`config.mk`:
```
export PLATFORM = sky130hd
export DESIGN_NAME = gf8192_arithmetic_unit
export DESIGN_NICKNAME = d
export VERILOG_FILES = /design/src/rtl/core/gf13_pkg.sv /design/src/rtl/core/gf8192_arithmetic_unit.sv
export SDC_FILE = /design/constraint.sdc
export NUM_CORES = 1
export LEC_CHECK = 0
export BUFFER_PORTS_ARGS = -buffer_cell sky130_fd_sc_hd__buf_2
export CAP_MARGIN = 20
export CORE_ASPECT_RATIO = 0.9
export CORE_UTILIZATION = 67
export CTS_BUF_LIST = sky130_fd_sc_hd__clkbuf_4 sky130_fd_sc_hd__clkbuf_8
export DETAILED_ROUTE_END_ITERATION = 10
export PLACE_DENSITY_LB_ADDON = 0.25
export SYNTH_ARGS = -nofsm -noshare
export SYNTH_HDL_FRONTEND = slang
export SYNTH_SLANG_ARGS = --single-unit
```
`constraint.sdc`:
```
create_clock -name clk -period 12.2 [get_ports clk]
set_input_delay 0.61 -clock clk [delete_from_list [all_inputs] [get_ports clk]]
set_output_delay 0.61 -clock clk [all_outputs]
set_load 0.02 [all_outputs]
```
`src/rtl/core/gf13_pkg.sv`:
```
// ----------------------------------------------------------------------------
// gf13_pkg
// Types, codes, microcode and the field multiplier shared by the GF(2^13)
// arithmetic unit.
// ----------------------------------------------------------------------------
package gf13_pkg;

    localparam int unsigned FIELD_W = 13;
    localparam int unsigned EXP_W   = 32;
    localparam int unsigned PROD_W  = 2 * FIELD_W - 1;

    typedef logic [FIELD_W-1:0] elem_t;

    // Operation codes
    localparam logic [2:0] OP_ADD = 3'd0;
    localparam logic [2:0] OP_MUL = 3'd1;
    localparam logic [2:0] OP_INV = 3'd2;
    localparam logic [2:0] OP_DIV = 3'd3;
    localparam logic [2:0] OP_POW = 3'd4;

    // Exponent that turns a power into an inverse: 2^13 - 2
    localparam logic [EXP_W-1:0] INV_EXP = 32'd8190;

    localparam elem_t ELEM_ZERO = 13'd0;
    localparam elem_t ELEM_ONE  = 13'd1;

    // x^13 .. x^24 reduced modulo x^13 + x^4 + x^3 + x + 1
    localparam elem_t RED_TBL [FIELD_W-1] = '{
        13'h001B, 13'h0036, 13'h006C, 13'h00D8, 13'h01B0, 13'h0360,
        13'h06C0, 13'h0D80, 13'h1B00, 13'h161B, 13'h0C2D, 13'h185A
    };

    // Microcode step addresses
    typedef logic [3:0] step_t;
    localparam step_t S_IDLE     = 4'd0;
    localparam step_t S_DISPATCH = 4'd1;
    localparam step_t S_ADD      = 4'd2;
    localparam step_t S_MUL      = 4'd3;
    localparam step_t S_LOOP     = 4'd4;
    localparam step_t S_SQR      = 4'd5;
    localparam step_t S_FIN      = 4'd6;
    localparam step_t S_MULA     = 4'd7;
    localparam step_t S_DONE     = 4'd8;
    localparam step_t S_ZERO     = 4'd9;
    localparam step_t S_ONE      = 4'd10;

    typedef enum logic [3:0] {
        UOP_NOP,
        UOP_LOAD,
        UOP_SETUP,
        UOP_XOR,
        UOP_MULAB,
        UOP_MULRB,
        UOP_SQR,
        UOP_MULA,
        UOP_SET0,
        UOP_SET1,
        UOP_OUT
    } uop_t;

    typedef enum logic [2:0] {
        COND_NEXT,
        COND_JUMP,
        COND_INPUT,
        COND_OUTPUT,
        COND_ENZ,
        COND_NDIV,
        COND_DISPATCH
    } cond_t;

    typedef struct packed {
        uop_t  uop;
        cond_t cond;
        step_t target;
    } ctl_word_t;

    // Program ROM
    function automatic ctl_word_t ucode_rom(input step_t pc);
        ctl_word_t cw;
        case (pc)
            S_IDLE:     cw = '{UOP_LOAD,  COND_INPUT,    S_DISPATCH};
            S_DISPATCH: cw = '{UOP_SETUP, COND_DISPATCH, S_IDLE};
            S_ADD:      cw = '{UOP_XOR,   COND_JUMP,     S_DONE};
            S_MUL:      cw = '{UOP_MULAB, COND_JUMP,     S_DONE};
            S_LOOP:     cw = '{UOP_MULRB, COND_NEXT,     S_SQR};
            S_SQR:      cw = '{UOP_SQR,   COND_ENZ,      S_LOOP};
            S_FIN:      cw = '{UOP_NOP,   COND_NDIV,     S_DONE};
            S_MULA:     cw = '{UOP_MULA,  COND_NEXT,     S_DONE};
            S_DONE:     cw = '{UOP_OUT,   COND_OUTPUT,   S_IDLE};
            S_ZERO:     cw = '{UOP_SET0,  COND_JUMP,     S_DONE};
            S_ONE:      cw = '{UOP_SET1,  COND_JUMP,     S_DONE};
            default:    cw = '{UOP_NOP,   COND_JUMP,     S_IDLE};
        endcase
        return cw;
    endfunction

    // Carry-less multiply, then fold the high product bits with RED_TBL
    function automatic elem_t gf_mul(input elem_t x, input elem_t y);
        logic [PROD_W-1:0] prod;
        elem_t             acc;
        prod = '0;
        for (int i = 0; i < FIELD_W; i++)
        begin
            if (y[i])
            begin
                prod = prod ^ (PROD_W'(x) << i);
            end
        end
        acc = prod[FIELD_W-1:0];
        for (int k = 0; k < FIELD_W - 1; k++)
        begin
            if (prod[FIELD_W + k])
            begin
                acc = acc ^ RED_TBL[k];
            end
        end
        return acc;
    endfunction

endpackage

```
`src/rtl/core/gf8192_arithmetic_unit.sv`:
```
// ----------------------------------------------------------------------------
// gf8192_arithmetic_unit
// One GF(2^13) operation per transfer: add, multiply, inverse, divide, power.
// ----------------------------------------------------------------------------
// The unit takes one item at a time and returns one 13-bit field element per
// item, reduced modulo x^13 + x^4 + x^3 + x + 1. A small microcode program
// drives a datapath built around a single shared field multiplier. Add and
// multiply pass through the dispatch, compute and done steps, and the result
// is then registered and raised valid. Inverse and divide run a
// square-and-multiply over the 13-bit exponent 8190, a multiply step and a
// square step per exponent bit, and divide adds a final multiply. Power runs
// the same two steps per bit up to the top set bit of the exponent, at most
// 31 bits. Special cases (zero operands, zero or negative exponents, unused
// codes) load a constant and go straight to the done step. Each item also
// spends one idle step waiting for its transfer, and a result that the
// receiver stalls holds the done step until the output register frees up.
// The result sits in an output register, so the next input transfer is
// taken while an earlier result is still waiting.
// ----------------------------------------------------------------------------
module gf8192_arithmetic_unit
    import gf13_pkg::*;
(
    input  logic                 clk,
    input  logic                 rst_n,
    input  logic                 in_valid,
    output logic                 in_ready,
    input  logic [2:0]           operation,
    input  logic [FIELD_W-1:0]   operand_a,
    input  logic [FIELD_W-1:0]   operand_b,
    input  logic signed [EXP_W-1:0] exponent,
    output logic                 out_valid,
    input  logic                 out_ready,
    output logic [FIELD_W-1:0]   result
);

    // Step counter and current control word
    step_t     pc_reg;
    step_t     pc_next;
    ctl_word_t cw;

    // Datapath registers
    logic [2:0]       op_reg;
    elem_t            a_reg;
    elem_t            b_reg;
    elem_t            r_reg;
    logic [EXP_W-1:0] e_reg;

    // Output register
    logic  out_valid_reg;
    elem_t result_reg;

    logic  in_fire;
    logic  out_free;
    step_t dispatch_step;
    elem_t mul_x;
    elem_t mul_y;
    elem_t mul_p;

    assign cw       = ucode_rom(pc_reg);
    assign in_ready = (pc_reg == S_IDLE);
    assign in_fire  = in_valid && in_ready;
    // The output register can take a new result when empty or draining now
    assign out_free = !out_valid_reg || out_ready;

    assign out_valid = out_valid_reg;
    assign result    = result_reg;

    // Entry point per operation, with the special cases routed straight to
    // a constant load.
    always_comb
    begin
        case (op_reg)
            OP_ADD: dispatch_step = S_ADD;
            OP_MUL: dispatch_step = S_MUL;
            OP_INV: dispatch_step = (a_reg == ELEM_ZERO) ? S_ZERO : S_LOOP;
            OP_DIV:
            begin
                if (a_reg == ELEM_ZERO || b_reg == ELEM_ZERO)
                    dispatch_step = S_ZERO;
                else
                    dispatch_step = S_LOOP;
            end
            OP_POW:
            begin
                if (e_reg == '0)
                    dispatch_step = S_ONE;
                else if (a_reg == ELEM_ZERO)
                    dispatch_step = S_ZERO;
                else if (e_reg[EXP_W-1])
                    dispatch_step = S_ONE;
                else
                    dispatch_step = S_LOOP;
            end
            default: dispatch_step = S_ZERO;
        endcase
    end

    // Sequencer: advance, jump, or hold on a handshake
    always_comb
    begin
        case (cw.cond)
            COND_NEXT:     pc_next = pc_reg + 4'd1;
            COND_JUMP:     pc_next = cw.target;
            COND_INPUT:    pc_next = in_fire ? cw.target : pc_reg;
            COND_OUTPUT:   pc_next = out_free ? cw.target : pc_reg;
            COND_ENZ:      pc_next = (e_reg[EXP_W-1:1] != '0) ? cw.target : pc_reg + 4'd1;
            COND_NDIV:     pc_next = (op_reg != OP_DIV) ? cw.target : pc_reg + 4'd1;
            COND_DISPATCH: pc_next = dispatch_step;
            default:       pc_next = S_IDLE;
        endcase
    end

    // Operand select for the shared multiplier
    always_comb
    begin
        case (cw.uop)
            UOP_MULAB:
            begin
                mul_x = a_reg;
                mul_y = b_reg;
            end
            UOP_MULRB:
            begin
                mul_x = r_reg;
                mul_y = b_reg;
            end
            UOP_SQR:
            begin
                mul_x = b_reg;
                mul_y = b_reg;
            end
            default:
            begin
                mul_x = r_reg;
                mul_y = a_reg;
            end
        endcase
    end

    assign mul_p = gf_mul(mul_x, mul_y);

    // Control registers
    always_ff @(posedge clk or negedge rst_n)
    begin
        if (!rst_n)
        begin
            pc_reg        <= S_IDLE;
            out_valid_reg <= 1'b0;
        end
        else
        begin
            pc_reg <= pc_next;
            if (cw.uop == UOP_OUT && out_free)
                out_valid_reg <= 1'b1;
            else if (out_ready)
                out_valid_reg <= 1'b0;
        end
    end

    // Datapath registers, written as the control word says
    always_ff @(posedge clk)
    begin
        case (cw.uop)
            UOP_LOAD:
            begin
                // Capture the item on its input transfer
                if (in_fire)
                begin
                    op_reg <= operation;
                    a_reg  <= operand_a;
                    b_reg  <= operand_b;
                    e_reg  <= exponent;
                end
            end
            UOP_SETUP:
            begin
                // Base goes to b_reg; inverse and divide use exponent 8190
                r_reg <= ELEM_ONE;
                case (op_reg)
                    OP_INV:
                    begin
                        b_reg <= a_reg;
                        e_reg <= INV_EXP;
                    end
                    OP_DIV: e_reg <= INV_EXP;
                    OP_POW: b_reg <= a_reg;
                    default: ;
                endcase
            end
            UOP_XOR:   r_reg <= a_reg ^ b_reg;
            UOP_MULAB: r_reg <= mul_p;
            UOP_MULRB:
            begin
                if (e_reg[0])
                    r_reg <= mul_p;
            end
            UOP_SQR:
            begin
                b_reg <= mul_p;
                e_reg <= e_reg >> 1;
            end
            UOP_MULA:  r_reg <= mul_p;
            UOP_SET0:  r_reg <= ELEM_ZERO;
            UOP_SET1:  r_reg <= ELEM_ONE;
            UOP_OUT:
            begin
                if (out_free)
                    result_reg <= r_reg;
            end
            default: ;
        endcase
    end

`ifndef ASSERT_OFF
    a_accept_dispatch: assert property (@(posedge clk) disable iff (!rst_n)
        in_fire |=> pc_reg == S_DISPATCH)
        else $error("input transfer not followed by dispatch");

    a_loop_exp_nonzero: assert property (@(posedge clk) disable iff (!rst_n)
        pc_reg == S_LOOP |-> e_reg != '0)
        else $error("square-and-multiply step with zero exponent");

    a_result_from_done: assert property (@(posedge clk) disable iff (!rst_n)
        $rose(out_valid_reg) |-> $past(pc_reg) == S_DONE)
        else $error("result presented outside the done step");

    a_add_result: assert property (@(posedge clk) disable iff (!rst_n)
        pc_reg == S_ADD |=> r_reg == $past(a_reg ^ b_reg))
        else $error("add step wrote a wrong sum");
`endif

endmodule

```
==> metrics <==
DR iter-0 viols=1506; Boundary Pins=80; H-tree depth=3; Row Count=37; syn_nets=913; Nets=963; Final Cycle Share=0.473; port buffer count=79; maximum number of pins on one net before global-route repair=43; drc violations=0; crit path kind=reg -> reg; Routed WL=26500 um; final core utilization=0.762; largest cells by area after synthesis=edfxtp_1 32%, xnor2_1 12%, xnor3_1 7.4%, nor2_1 6.9%, mux2i_1 3.3%; Tmin final=5770 ps; Max Clock Freq=0.173 GHz; initial antenna violation count=0; Final HPWL DP=18900 um; cell area after synthesis=8200 um^2; Pre-Repair DR Iteration Count=6; Fin Setup TNS=0 ps; Clock transition at path regs=110 ps; Slew Viols, Final=0; Post-synth top cells=150 x nor2_1, 112 x xnor2_1, 87 x edfxtp_1; ys async rst share=0.0543; number of fill cells in the layout=792; Die Wd=119 um; CTS resizes=0; CP endpoint kind=register; Setup Skew=15.9 ps; Main synth FF type=edfxtp_1; CTS tree=done; Die Y=107 um; Clock Latency Late Sink=390 ps; final count of hold timing violations=0; CTS Root Cell=clkbuf_8; outcome=completed; Min Hold Slack=18.3 ps; CP Launch Type=register; Critical Path Most Common Cell=xnor3_1; EDFF count, synth=87; most common cell in the netlist=nor2_1; area grow syn2layout=8.33%; CTS Buf Count=9; Initial Utilization=0.703; clk sink count=92; worst hold path type=in -> async; max FFs per register=32; first-pass GRT wire length=40200 um; Distinct cells, synth=72; Max Cap Violations=0; crit-path max FO=25; worst path cell trace=inv_1 -> ha_1 -> nor2b_1 -> nor3_4 -> o211ai_1 -> and2_1 -> nor2_1 -> xnor3_1 -> xnor3_1 -> xnor3_1 -> xnor2_1 -> o221ai_1; layout cells sized above 1=0.177; Crit path largest cell delay=850 ps; Least-Margin Pin Slew=1140 ps; postcts setup bufs=0; Max Buffers Root-to-Sink=2; Yosys reg bits=92; area share of the largest cell type after synthesis=0.318; Hold Buf Count CTS=0; final setup vio count=0; via count=7547; Worst path slowest cell=dfrtp_1; GRT Residual Overflow=0; n_diodes=0; WL/cell=25.2 um; Via density=7.16; GP Congestion=1.02; die area=12700 um^2; Post-Syn Area per Cell=9.73 um^2; cell taking the most area after synthesis=edfxtp_1; vias in the first global route=6966; RSZ-0062 raised after global routing=false; Mapped Cells=843; critical path required time=12330 ps; Synth warnings=0; GRT Total Usage=0.424; crit path DAT=5900 ps; post-synthesis sequential area ratio=0.334; slew margin rel.=0.220; Final ANT Viol Nets=0; Placeable Area=11700 um^2
==> area by class of cell <==
| cell class | instances | area (um^2) | area share |
|---|---|---|---|
| clock buffer | 10 | 131 | 0.0148 |
| clock inverter | 6 | 55.1 | 0.00620 |
| inverter | 15 | 56.3 | 0.00634 |
| multi-input combinational | 667 | 5090 | 0.573 |
| sequential | 92 | 2740 | 0.308 |
| tap | 156 | 195 | 0.0220 |
| timing repair buffer | 108 | 621 | 0.0698 |
==> through the flow <==
step	setup slack, ps	cells	cell area [um^2]
2_1_floorplan	7690	843	8200
3_3_place_gp	6730	1031	8640
3_5_place_dp	6380	1032	8650
4_1_cts	6350	1048	8830
5_1_grt	6130	1054	8890
6_report	6430	1054	8890
==> cells in the final DEF, fill, tap and decap left out, types with 10 or more instances in the layout <==
master,instances
mux2i_1,27
nand2_1,31
a32oi_1,10
edfxtp_1,87
buf_4,27
a22o_1,21
nor2b_1,11
a21oi_1,21
o21ai_1,11
o22ai_1,14
inv_1,13
a22oi_1,19
o21ai_0,19
o22a_1,12
xor2_1,26
buf_2,79
nor2_1,150
nor4_1,12
xnor3_1,27
xnor2_1,112
==> logic make-up (layout without fill, tap and decap cells) <==
family          Yosys count  count (layout)  synth area share
compound gates          184             184             0.164
flops                    92              92             0.334
fa+ha+maj                 5               5           0.00763
mux                      38              38            0.0513
buf+inv                  84             139            0.0490
xor+xnor                174             174             0.242
simple gates            266             266             0.152
==> routing by layer <==
metal | vias up | GRT usage | wire length (um) | share of wire
met5 | - | 0 | 0 | 0
met4 | 0 | 0.188 | 1260 | 0.047
met3 | 136 | 0.114 | 4110 | 0.15
met2 | 753 | 0.640 | 11600 | 0.44
met1 | 3519 | 0.575 | 9600 | 0.36
li1 | 3139 | - | - | -
==> worst paths after layout <==
check,start,to,cells after the start,slack [ps]
min reg2reg,r_reg[0]$_DFFE_PP_,result[0]$_DFFE_PP_,0,500
max reg2reg,pc_reg[0]$_DFFE_PN0P_,b_reg[2]$_DFFE_PP_,12,6430
max,pc_reg[0]$_DFFE_PN0P_,b_reg[2]$_DFFE_PP_,12,6430
min,rst_n,pc_reg[1]$_DFFE_PN0P_,1,20
min in group clk,operation[1],op_reg[1]$_DFFE_PP_,1,390
max in group asynchronous,rst_n,out_valid$_DFFE_PN0P_,1,12050
==> critical path: cells and delay by family, from the launching register on <==
kind / cells / cell delay [ps]
compound gates: 2 / 680
xor+xnor: 4 / 1430
fa+ha+maj: 1 / 680
buf+inv: 1 / 240
flops: 1 / 850
simple gates: 4 / 1620
Power is left out: the tool's default activity adds up to more than one toggle a clock period on the data nets, which glitch-free logic cannot reach.
